### config.mk
export PLATFORM = sky130hd
export DESIGN_NAME = first_fit_extent_allocator_unit
export DESIGN_NICKNAME = d
export VERILOG_FILES = /design/src/hw/rtl/ffea_pkg.sv /design/src/hw/rtl/first_fit_extent_allocator_unit.sv
export SDC_FILE = /design/constraint.sdc
export NUM_CORES = 2
export LEC_CHECK = 0
export BUFFER_PORTS_ARGS = -buffer_cell sky130_fd_sc_hd__buf_2
export CAP_MARGIN = 40
export CORE_MARGIN = 5
export CORE_UTILIZATION = 50
export DETAILED_ROUTE_END_ITERATION = 7
export PLACE_DENSITY = 0.65
export SLEW_MARGIN = 20
export SYNTH_ARGS = -nofsm -noshare
export SYNTH_HDL_FRONTEND = slang
export SYNTH_SLANG_ARGS = --single-unit
### constraint.sdc
create_clock -name clk -period 20.1 [get_ports clk]
set_clock_uncertainty 0.2 [all_clocks]
set_input_delay 0 -clock clk [delete_from_list [all_inputs] [get_ports clk]]
set_output_delay 0 -clock clk [all_outputs]
set_load 0.03 [all_outputs]
### src/hw/rtl/ffea_pkg.sv
// ffea_pkg: shared types, codes and helpers of the first-fit extent allocator
// no dependencies; imported by first_fit_extent_allocator_unit

package ffea_pkg;

    // fixed field widths
    localparam int OFF_W  = 24;
    localparam int REQ_W  = 28;
    localparam int NEED_W = REQ_W + 1;
    localparam int SUM_W  = OFF_W + 2;

    localparam logic [OFF_W-1:0] OFF_MAX = {OFF_W{1'b1}};

    // operation codes
    localparam logic FUNC_ALLOC = 1'b0;
    localparam logic FUNC_FREE  = 1'b1;

    typedef enum logic [1:0] {
        STAT_OK     = 2'd0,
        STAT_NO_FIT = 2'd1,
        STAT_FULL   = 2'd2
    } status_t;

    typedef enum logic [2:0] {
        S_INIT,
        S_IDLE,
        S_SCAN,
        S_EVAL,
        S_SHDN,
        S_SHUP
    } state_t;

    // request transfer
    typedef struct packed {
        logic             func;
        logic [REQ_W-1:0] req_bytes;
        logic [OFF_W-1:0] block_offset;
        logic [OFF_W-1:0] block_units;
    } req_t;

    // result transfer
    typedef struct packed {
        status_t          status;
        logic [OFF_W-1:0] granted_offset;
        logic [OFF_W-1:0] granted_units;
    } rsp_t;

    // one free table entry
    typedef struct packed {
        logic [OFF_W-1:0] off;
        logic [OFF_W-1:0] size;
    } ext_t;

    // clamp a merged size to the largest offset value
    function automatic logic [OFF_W-1:0] sat_size(input logic [SUM_W-1:0] v);
        if (v > SUM_W'(OFF_MAX))
            return OFF_MAX;
        else
            return v[OFF_W-1:0];
    endfunction

    // data size of the single extent covering a whole pool
    function automatic logic [OFF_W-1:0] pool_size(input logic [OFF_W-1:0] p);
        if (p == '0)
            return '0;
        else
            return p - 1'b1;
    endfunction

endpackage

### src/hw/rtl/first_fit_extent_allocator_unit.sv
// first_fit_extent_allocator_unit: address-ordered first-fit allocator with coalescing
// depends on ffea_pkg; free table held in one synchronous memory inside this module
//
//  channel   ports                          transfer
//  -------   -----------------------------  ---------------------------------------
//  request   start, busy, req               start high and busy low at a clock edge
//  result    done, rsp                      done high for one cycle, always taken
//  config    cfg_we, cfg_wdata              cfg_we high at a clock edge
//
// sequence: busy through a scan to the slot found (the entry count when nothing
//   matches) and an evaluate step; an exact fit or a two-sided merge then shifts
//   later entries down to close the gap, and an insert shifts entries up to open a slot.
// the result strobe follows in the first idle cycle; request units come from a shift
//   by the header size, which must be a power of two; the block does not enforce it.
// after reset the block writes the first table entry in its init state (busy high).
// a pool_units write rebuilds the table at once; the receiver cannot stall results.

module first_fit_extent_allocator_unit #(
    parameter int HEADER_BYTES = 16,
    parameter int TABLE_DEPTH  = 64
) (
    input  logic                           clk,
    input  logic                           rst_n,
    input  logic                           start,
    output logic                           busy,
    input  ffea_pkg::req_t                 req,
    output logic                           done,
    output ffea_pkg::rsp_t                 rsp,
    input  logic                           cfg_we,
    input  logic [ffea_pkg::OFF_W-1:0]     cfg_wdata
);
    import ffea_pkg::*;

    localparam int IDX_W  = $clog2(TABLE_DEPTH);
    localparam int CNT_W  = $clog2(TABLE_DEPTH + 1);
    localparam int HB_SH  = $clog2(HEADER_BYTES);

    localparam logic [CNT_W-1:0]  DEPTH_C  = CNT_W'(TABLE_DEPTH);

    // free table memory
    ext_t             ext_mem [TABLE_DEPTH];
    ext_t             rdata_reg;
    logic             mem_we;
    logic [IDX_W-1:0] mem_waddr;
    logic [IDX_W-1:0] mem_raddr;
    ext_t             mem_wdata;

    // control registers
    state_t           state_reg, state_next;
    logic [OFF_W-1:0] pool_reg, pool_next;
    logic [CNT_W-1:0] count_reg, count_next;
    logic             done_reg, done_next;
    logic [CNT_W-1:0] idx_reg, idx_next;
    logic             chk_vld_reg, chk_vld_next;
    logic             prev_vld_reg, prev_vld_next;
    logic             hit_vld_reg, hit_vld_next;

    // payload registers
    logic              func_reg, func_next;
    logic [NEED_W-1:0] need_reg, need_next;
    logic [OFF_W-1:0]  off_reg, off_next;
    logic [IDX_W-1:0]  chk_idx_reg, chk_idx_next;
    ext_t              prev_reg, prev_next;
    ext_t              hit_reg, hit_next;
    logic [CNT_W-1:0]  pos_reg, pos_next;
    rsp_t              rsp_reg, rsp_next;

    // scan and shift decisions
    logic             fwd_issue;
    logic             back_issue;
    logic             scan_match;
    logic             fwd_end;
    logic             back_end;

    // evaluation of the slot found
    logic [OFF_W-1:0] units24;
    logic             is_alloc;
    logic             alloc_split;
    logic [SUM_W-1:0] prev_end;
    logic [SUM_W-1:0] free_end;
    logic             adj_prev;
    logic             adj_next;
    logic [SUM_W-1:0] sum_prev;
    logic [SUM_W-1:0] sum_next;
    logic [SUM_W-1:0] sum_both;
    logic             eval_shdn;
    logic             eval_shup;

    assign busy = (state_reg != S_IDLE);
    assign done = done_reg;
    assign rsp  = rsp_reg;

    // forward walk (scan, shift down) and backward walk (shift up)
    assign fwd_issue  = (idx_reg < count_reg);
    assign back_issue = (idx_reg > pos_reg);
    assign fwd_end    = !chk_vld_reg && !fwd_issue;
    assign back_end   = !chk_vld_reg && !back_issue;
    assign is_alloc   = (func_reg == FUNC_ALLOC);
    assign scan_match = chk_vld_reg &&
                        (is_alloc ? ({{(NEED_W-OFF_W){1'b0}}, rdata_reg.size} >= need_reg)
                                  : (rdata_reg.off >= off_reg));

    // split or exact fit, adjacency and merged sizes
    assign units24     = need_reg[OFF_W-1:0];
    assign alloc_split = ({{(NEED_W-OFF_W){1'b0}}, hit_reg.size} > need_reg);
    assign prev_end    = SUM_W'(prev_reg.off) + SUM_W'(1) + SUM_W'(prev_reg.size);
    assign free_end    = SUM_W'(off_reg) + SUM_W'(1) + SUM_W'(units24);
    assign adj_prev    = prev_vld_reg && (prev_end == SUM_W'(off_reg));
    assign adj_next    = hit_vld_reg && (free_end == SUM_W'(hit_reg.off));
    assign sum_prev    = SUM_W'(prev_reg.size) + SUM_W'(1) + SUM_W'(units24);
    assign sum_next    = SUM_W'(hit_reg.size) + SUM_W'(1) + SUM_W'(units24);
    assign sum_both    = SUM_W'(prev_reg.size) + SUM_W'(hit_reg.size) +
                         SUM_W'(units24) + SUM_W'(2);
    assign eval_shdn   = is_alloc ? (hit_vld_reg && !alloc_split) : (adj_prev && adj_next);
    assign eval_shup   = !is_alloc && !adj_prev && !adj_next && (count_reg < DEPTH_C);

    // next state
    always_comb
    begin
        state_next = state_reg;
        unique case (state_reg)
            S_INIT:
            begin
                state_next = S_IDLE;
            end
            S_IDLE:
            begin
                if (start)
                    state_next = S_SCAN;
            end
            S_SCAN:
            begin
                if (scan_match || fwd_end)
                    state_next = S_EVAL;
            end
            S_EVAL:
            begin
                priority if (eval_shdn)
                    state_next = S_SHDN;
                else if (eval_shup)
                    state_next = S_SHUP;
                else
                    state_next = S_IDLE;
            end
            S_SHDN:
            begin
                if (fwd_end)
                    state_next = S_IDLE;
            end
            S_SHUP:
            begin
                if (back_end)
                    state_next = S_IDLE;
            end
            default:
            begin
                state_next = S_IDLE;
            end
        endcase
    end

    // datapath and memory control
    always_comb
    begin
        pool_next     = pool_reg;
        count_next    = count_reg;
        done_next     = 1'b0;
        idx_next      = idx_reg;
        chk_vld_next  = chk_vld_reg;
        prev_vld_next = prev_vld_reg;
        hit_vld_next  = hit_vld_reg;
        func_next     = func_reg;
        need_next     = need_reg;
        off_next      = off_reg;
        chk_idx_next  = chk_idx_reg;
        prev_next     = prev_reg;
        hit_next      = hit_reg;
        pos_next      = pos_reg;
        rsp_next      = rsp_reg;
        mem_we        = 1'b0;
        mem_waddr     = '0;
        mem_wdata     = '0;
        mem_raddr     = idx_reg[IDX_W-1:0];

        unique case (state_reg)
            S_INIT:
            begin
                mem_we         = 1'b1;
                mem_wdata.off  = '0;
                mem_wdata.size = pool_size(pool_reg);
            end
            S_IDLE:
            begin
                if (start)
                begin
                    // allocate: whole header units below the byte count, plus one
                    func_next     = req.func;
                    need_next     = (req.func == FUNC_ALLOC) ?
                                    NEED_W'(req.req_bytes >> HB_SH) + NEED_W'(1) :
                                    NEED_W'(req.block_units);
                    off_next      = req.block_offset;
                    idx_next      = '0;
                    chk_vld_next  = 1'b0;
                    prev_vld_next = 1'b0;
                    hit_vld_next  = 1'b0;
                end
            end
            S_SCAN:
            begin
                // one read issued per cycle, the previous read checked
                if (fwd_issue)
                    idx_next = idx_reg + 1'b1;
                chk_vld_next = fwd_issue;
                chk_idx_next = idx_reg[IDX_W-1:0];
                if (chk_vld_reg)
                begin
                    if (scan_match)
                    begin
                        pos_next     = CNT_W'(chk_idx_reg);
                        hit_next     = rdata_reg;
                        hit_vld_next = 1'b1;
                    end
                    else
                    begin
                        prev_next     = rdata_reg;
                        prev_vld_next = 1'b1;
                    end
                end
                else if (!fwd_issue)
                begin
                    pos_next     = count_reg;
                    hit_vld_next = 1'b0;
                end
            end
            S_EVAL:
            begin
                rsp_next.status         = STAT_OK;
                rsp_next.granted_offset = '0;
                rsp_next.granted_units  = '0;
                chk_vld_next            = 1'b0;
                if (is_alloc)
                begin
                    if (!hit_vld_reg)
                    begin
                        rsp_next.status = STAT_NO_FIT;
                        done_next       = 1'b1;
                    end
                    else
                    begin
                        rsp_next.granted_offset = hit_reg.off;
                        rsp_next.granted_units  = units24;
                        if (alloc_split)
                        begin
                            // remainder stays in the same slot
                            mem_we         = 1'b1;
                            mem_waddr      = pos_reg[IDX_W-1:0];
                            mem_wdata.off  = hit_reg.off + 1'b1 + units24;
                            mem_wdata.size = hit_reg.size - units24 - 1'b1;
                            done_next      = 1'b1;
                        end
                        else
                        begin
                            idx_next = pos_reg + 1'b1;
                        end
                    end
                end
                else
                begin
                    priority if (adj_prev && adj_next)
                    begin
                        mem_we         = 1'b1;
                        mem_waddr      = IDX_W'(pos_reg - 1'b1);
                        mem_wdata.off  = prev_reg.off;
                        mem_wdata.size = sat_size(sum_both);
                        idx_next       = pos_reg + 1'b1;
                    end
                    else if (adj_prev)
                    begin
                        mem_we         = 1'b1;
                        mem_waddr      = IDX_W'(pos_reg - 1'b1);
                        mem_wdata.off  = prev_reg.off;
                        mem_wdata.size = sat_size(sum_prev);
                        done_next      = 1'b1;
                    end
                    else if (adj_next)
                    begin
                        mem_we         = 1'b1;
                        mem_waddr      = pos_reg[IDX_W-1:0];
                        mem_wdata.off  = off_reg;
                        mem_wdata.size = sat_size(sum_next);
                        done_next      = 1'b1;
                    end
                    else if (count_reg >= DEPTH_C)
                    begin
                        rsp_next.status = STAT_FULL;
                        done_next       = 1'b1;
                    end
                    else
                    begin
                        idx_next = count_reg;
                    end
                end
            end
            S_SHDN:
            begin
                // close the gap: read ahead, write one slot lower
                if (fwd_issue)
                    idx_next = idx_reg + 1'b1;
                chk_vld_next = fwd_issue;
                chk_idx_next = idx_reg[IDX_W-1:0];
                if (chk_vld_reg)
                begin
                    mem_we    = 1'b1;
                    mem_waddr = chk_idx_reg - 1'b1;
                    mem_wdata = rdata_reg;
                end
                if (fwd_end)
                begin
                    count_next = count_reg - 1'b1;
                    done_next  = 1'b1;
                end
            end
            S_SHUP:
            begin
                // open a slot: read from the top down, write one slot higher
                mem_raddr = IDX_W'(idx_reg - 1'b1);
                if (back_issue)
                    idx_next = idx_reg - 1'b1;
                chk_vld_next = back_issue;
                chk_idx_next = IDX_W'(idx_reg - 1'b1);
                if (chk_vld_reg)
                begin
                    mem_we    = 1'b1;
                    mem_waddr = chk_idx_reg + 1'b1;
                    mem_wdata = rdata_reg;
                end
                else if (!back_issue)
                begin
                    mem_we         = 1'b1;
                    mem_waddr      = pos_reg[IDX_W-1:0];
                    mem_wdata.off  = off_reg;
                    mem_wdata.size = units24;
                    count_next     = count_reg + 1'b1;
                    done_next      = 1'b1;
                end
            end
            default:
            begin
            end
        endcase

        // pool write rebuilds the table as one extent
        if (cfg_we)
        begin
            pool_next      = cfg_wdata;
            count_next     = CNT_W'(1);
            mem_we         = 1'b1;
            mem_waddr      = '0;
            mem_wdata.off  = '0;
            mem_wdata.size = pool_size(cfg_wdata);
        end
    end

    // control registers
    always_ff @(posedge clk or negedge rst_n)
    begin
        if (!rst_n)
        begin
            state_reg    <= S_INIT;
            pool_reg     <= OFF_MAX;
            count_reg    <= CNT_W'(1);
            done_reg     <= 1'b0;
            idx_reg      <= '0;
            chk_vld_reg  <= 1'b0;
            prev_vld_reg <= 1'b0;
            hit_vld_reg  <= 1'b0;
        end
        else
        begin
            state_reg    <= state_next;
            pool_reg     <= pool_next;
            count_reg    <= count_next;
            done_reg     <= done_next;
            idx_reg      <= idx_next;
            chk_vld_reg  <= chk_vld_next;
            prev_vld_reg <= prev_vld_next;
            hit_vld_reg  <= hit_vld_next;
        end
    end

    // payload registers
    always_ff @(posedge clk)
    begin
        func_reg    <= func_next;
        need_reg    <= need_next;
        off_reg     <= off_next;
        chk_idx_reg <= chk_idx_next;
        prev_reg    <= prev_next;
        hit_reg     <= hit_next;
        pos_reg     <= pos_next;
        rsp_reg     <= rsp_next;
    end

    // table memory, reads run ahead of writes so no entry is read and written together
    always_ff @(posedge clk)
    begin
        if (mem_we)
            ext_mem[mem_waddr] <= mem_wdata;
    end

    always_ff @(posedge clk)
    begin
        rdata_reg <= ext_mem[mem_raddr];
    end

    // an accepted request keeps the block busy
    a_accept_busy: assert property (@(posedge clk) disable iff (!rst_n)
        (start && !busy) |=> busy)
        else $error("request transfer did not make the block busy");

    // a result only follows work in progress
    a_done_after_work: assert property (@(posedge clk) disable iff (!rst_n)
        done |-> $past(busy))
        else $error("result transfer without a request in progress");

    // an operation moves the entry count by at most one and never past the depth
    a_count_step: assert property (@(posedge clk) disable iff (!rst_n)
        !cfg_we |=> (count_reg <= DEPTH_C) &&
                    (count_reg == $past(count_reg) ||
                     count_reg == CNT_W'($past(count_reg) + 1'b1) ||
                     count_reg == CNT_W'($past(count_reg) - 1'b1)))
        else $error("free table count changed by more than one entry");

    // a failed allocate grants nothing
    a_nofit_zero: assert property (@(posedge clk) disable iff (!rst_n)
        (done && rsp.status == STAT_NO_FIT) |->
            (func_reg == FUNC_ALLOC && rsp.granted_offset == '0 && rsp.granted_units == '0))
        else $error("no-fit result carries a grant");

endmodule

== After elaboration in Yosys (flattened, before gate mapping) ==
Memory sizes are Yosys's and may differ from the RTL's. A register that Yosys moved wholly into a read port is not among the register bits.
Index checks and enable logic that the tools add are counted.
Word-level totals
  RAM bits: 3072
  logic and storage cells: 219
  memories: 1
  bits of input ports: 105
  register bits after elaboration: 254
  output and inout port bits: 52
Cells by class
  mux-type cells: 95
  order comparisons: 10
  reductions and logical operators: 36
  equality and inequality tests: 28
  bitwise operators: 2
  $add $sub $neg: 26
Memory list
  ext_mem: words 64, width 48, read ports 1, clocked after Yosys merged registers in 1, wr ports 1, RTL line first_fit_extent_allocator_unit.sv:41  | ext_t ext_mem [TABLE_DEPTH];
Operators by type and width (number)
  $mux 48: 10
  $pmux 48 s4: 1
  $mux 24: 6
  $add 25x24->26: 5
  $add 24x1->25 const B: 5
  $mux 7: 17
  $gt 26x24->1 const B: 3
  $sub 24x1->24 const B: 3
  $mux 6: 11
  $eq 26x24->1: 2
  $logic_not 24->1: 2
  $mux 1: 29
  $pmux 7 s4: 1
  $add 26x2->26 const B: 1
  $add 24x24->25: 1
  $ge 24x25->1: 1
  $gt 24x25->1: 1
  $add 24x1->24 const B: 1
  $add 24x24->24: 1
  $ge 24x24->1: 1
  $sub 24x24->24: 1
  $add 7x1->7 const B: 3
  $ne 3x3->1 const B: 7
  $mux 3: 6
  35 further kinds: 78

== Logic depth before layout (Yosys ltp) ==
  word-level depth: 12
  depth in mapped cells: 19
  gate-level depth less buffers: 17

== Worst setup path before layout ==
No wires, ideal clock.
  path kind: register -> register
  start point: reg need_reg[0]
  end point: mem ext_mem[0][4] in the netlist's numbering (data pin)
  arrival time: 7.968 ns
  setup time: 0.905 ns
  cell stages (with the launch flop): 17
  setup slack: 11.026 ns
  data required time: 18.995 ns
  path buffers: 1
  period minus slack after synthesis: 9.074 ns
  cells stage by stage: edfxtp_1 fa_1 inv_1 ha_1 or2_2 fa_1 a211o_1 a2111oi_0 o311ai_0 o2111ai_1 a21oi_1 o211ai_1 o31ai_1 nand4b_1 clkbuf_1 o21ai_0 o41ai_1
RTL lines
  from (decl): RTL line first_fit_extent_allocator_unit.sv:60  | logic [NEED_W-1:0] need_reg, need_next;
  from (signal assigned): RTL line first_fit_extent_allocator_unit.sv:395  | need_reg <= need_next;
  to (decl): RTL line first_fit_extent_allocator_unit.sv:41

== Worst setup path after layout ==
  start point: reg need_reg[0]
  end point: mem ext_mem[38][26] in the netlist's numbering, enable pin
On the way
  longest elaborated chain between the ends: 11
  elaborated cells on any way between the ends: 23
  those cells by class: 1 x add/sub; 1 x order compare; 1 x eq/ne; 18 x mux; 2 x reduce/logical
Ends and longest elaborated chain
  $add 25x24->26: RTL line first_fit_extent_allocator_unit.sv:107  | assign free_end = SUM_W'(off_reg) + SUM_W'(1) + SUM_W'(units24);
  $eq 26x24->1: RTL line first_fit_extent_allocator_unit.sv:109  | assign adj_next = hit_vld_reg && (free_end == SUM_W'(hit_reg.off));
  $logic_and 1x1->1: RTL line first_fit_extent_allocator_unit.sv:109
  $mux 1: RTL line first_fit_extent_allocator_unit.sv:285  | else if (adj_next)
  $mux 1: RTL line first_fit_extent_allocator_unit.sv:277  | else if (adj_prev)
  $mux 1: RTL line first_fit_extent_allocator_unit.sv:269  | priority if (adj_prev && adj_next)
  $mux 1: RTL line first_fit_extent_allocator_unit.sv:241  | if (is_alloc)
  $pmux 1 s4: RTL line first_fit_extent_allocator_unit.sv:185  | unique case (state_reg)
  $mux 1: RTL line first_fit_extent_allocator_unit.sv:353  | if (cfg_we)
  $mux 1: RTL line first_fit_extent_allocator_unit.sv:407  | if (mem_we)
  $mux 1 (implied by the code): RTL line first_fit_extent_allocator_unit.sv:408  | ext_mem[mem_waddr] <= mem_wdata;
Several ways; a longest one is shown, not always the timed one.

==> impl_metrics.env <==
export IMPL_ff_latch_area_sq_um=101000
export IMPL_ios=157
export IMPL_fmax_mhz=120
export IMPL_portBuffers=152
export IMPL_required_ps=20420
export IMPL_dp_cells=11400
export IMPL_setup_violations=0
export IMPL_grt_pass1_wl_mm=587
export IMPL_synth_cells=7618
export IMPL_start_util_pct=50.2
export IMPL_fin_ws_ps=11750
export IMPL_wl_met2_mm=202
export IMPL_design_final_nets=8675
export IMPL_grt_start_max_net_pins=133
export IMPL_ys_flop_type="edfxtp_1"
export IMPL_first_global_vias=79600
export IMPL_tns_ps=0
export IMPL_cts_clk_slew_worst_paths_ps=60
export IMPL_critPathArrivalTime_ps=8670
export IMPL_hold_class="in2reg"
export IMPL_clockBufferDepth=4
export IMPL_vias_per_cell=6.40
export IMPL_clkLatencyLatePin_ps=920
export IMPL_post_cts_buffers=0
export IMPL_ys_types=109
export IMPL_clock_sinks=3374
export IMPL_final_cell_mix="3281 x edfxtp_1, 960 x mux4_2, 432 x nand2_1"
export IMPL_dr_pass1_iters=6
export IMPL_async_flop_share_pct=1.33
export IMPL_met1_length_mm=161
export IMPL_worst_pin_slew_ps=1080
export IMPL_startpoint="need_reg[0]$_DFFE_PP_"
export IMPL_final_min_period_over_clock_period_pct=41.5
export IMPL_reg2reg_slack_ps=11750
export IMPL_post_place_ws_ps=11580
export IMPL_core_area_sq_um=285000
export IMPL_chipWidth_um=545
export IMPL_dieHeight_um=545
export IMPL_syn_area_sq_um=143000
export IMPL_rsz0062_at_grt="no"
export IMPL_drtAntennaViolNets=0
export IMPL_place_hpwl_mm=253
export IMPL_reg2reg_to="ext_mem[38][26]$_DFFE_PP_"
export IMPL_slew_viol_final=0
export IMPL_cts_tree="yes"
export IMPL_r2r_start="need_reg[0]$_DFFE_PP_"
export IMPL_end_kind="register"
export IMPL_seq_area_frac_synth_pct=70.4
export IMPL_drv_cap=0
export IMPL_relSlewSlack_pct=28.1
export IMPL_antenna_found_initial=25
export IMPL_synth_yosys_warnings=0
export IMPL_p_per_area_nw_per_um2=134
export IMPL_synth_seq_cells=3374
export IMPL_cp_max_fo=34
export IMPL_die_area_sq_um=297000
export IMPL_final_cell_count_no_fill=12300
export IMPL_route_detailed_drc=0
export IMPL_wl_met3_mm=34.3
export IMPL_synth_edf_count=3281
export IMPL_syn_avg_cell_area_sq_um=18.8
export IMPL_area_growth_pct=15.3
export IMPL_top_layer_used="met4"
export IMPL_routedWlPerCell_um=33.5
export IMPL_n_fill_cell=20800
export IMPL_h_tree_depth=5
export IMPL_final_hold_viol_count=0
export IMPL_routed_wl_mm=413
export IMPL_numCtsBuffers=347
export IMPL_status="finished clean"
export IMPL_layout_commonest_cell="edfxtp_1"
export IMPL_cp_start_kind="register"
export IMPL_gp_congestion=0.952
export IMPL_critPathKind="reg2reg"
export IMPL_p_leak_nw=53.3
export IMPL_final_util_pct=57.8
export IMPL_syn_num_nets=8001
export IMPL_grt_ovfl_total=0
export IMPL_vias=79000
export IMPL_largest_register_ffs=3072
export IMPL_num_rows=196
export IMPL_grt_usage_pct=27.7
export IMPL_hp_start="req[33]"
export IMPL_p_total_mw=22.0
export IMPL_multi_input_area_sq_um=41400
export IMPL_ff2ff_path_depth=19
export IMPL_crit_end="ext_mem[38][26]$_DFFE_PP_"
export IMPL_ctsRootBufferMaster="clkbuf_16"
export IMPL_min_period_ps=8350
export IMPL_drive_above_1_share_pct=24.6
export IMPL_peakVddDrop_mv=0.132
export IMPL_drtIter0Drc=9289
## critical path, stage by stage (launching register included)
cell	delay (ps)
edfxtp_1	640
inv_1	330
ha_1	310
inv_1	70
fa_1	420
xnor2_1	160
nand4b_1	330
nor4_1	370
o2111ai_1	200
nor4_1	310
nand3_1	230
nor4_2	610
and2_1	220
buf_4	410
nand4_1	250
a31oi_1	260
clkbuf_4	260
nand3b_1	570
nor2_4	900
buf_4	770
## routing by layer
layer	global-route usage, %	up-vias
met5	0	-
met4	9.10	0
met3	4.91	721
met2	46.0	3737
met1	37.7	41900
li1	-	32700
## kinds of logic after synthesis
family	share of synthesized area, %
buf+inv	1.40
simple gates	4.32
flops	70.4
compound gates	4.40
fa+ha+maj	2.60
xor+xnor	1.45
mux	15.5
## cell usage after synthesis, drive strengths merged (46+ instances only)
master | number | area share, %
ha | 247 | 2.2
nand4 | 46 | 0.21
nor3 | 86 | 0.31
nand2b | 46 | 0.20
and2 | 67 | 0.29
xor2 | 84 | 0.53
xnor2 | 151 | 0.92
nor2 | 277 | 0.74
buf | 88 | 0.27
and3 | 83 | 0.36
a31oi | 78 | 0.34
a21oi | 203 | 0.72
nand2 | 438 | 1.2
dfxtp | 48 | 0.67
o21ai | 200 | 0.71
mux4 | 960 | 15
edfxtp | 3281 | 69
a21o | 86 | 0.45
nand3 | 87 | 0.30
inv | 137 | 0.36
clkbuf | 290 | 0.76
## what timing repair did
item / CTS / global route
endpoints found under the hold margin: 447 / 0
hold buffers: 260 / 0
endpoints found under the setup margin: 0 / 0
gates resized for setup: 0 / 0
## stage by stage
stage	area (sq um)	hold slack (ps)
global route	165000	129
finish	165000	142
floorplan	143000	-496
global placement	150000	-20.6
detailed placement	151000	-21.8
CTS	165000	7.96
## power by group
group	switching, mW	leakage (nW)	internal [mW]	total, mW
clock network	2.69	5.43	3.68	6.37
registers	0.288	30.2	8.21	8.50
logic	4.05	17.7	3.12	7.16
total	7.02	53.3	15.0	22.0
## area by class of cell
type / instances / area share, %
clock buffers: 436 / 5.58
well taps: 3762 / 2.86
diodes: 18 / 0.0273
multi-input cells: 3728 / 25.1
clock inverters: 186 / 1.19
inverters: 138 / 0.317
repair buffers: 703 / 3.88
flip-flops and latches: 3374 / 61.1
## worst min-delay path by stage
stage | end | depth (start not counted)
detailed placement | off_reg[16]$_DFFE_PP_ | 1
floorplan | chk_vld_reg$_DFFE_PN0P_ | 0
global placement | off_reg[3]$_DFFE_PP_ | 1
CTS | func_reg$_DFFE_PP_ | 2
global route | off_reg[15]$_DFFE_PP_ | 3
finish | off_reg[9]$_DFFE_PP_ | 3
Note: power is estimated with default switching activity, not from simulation.
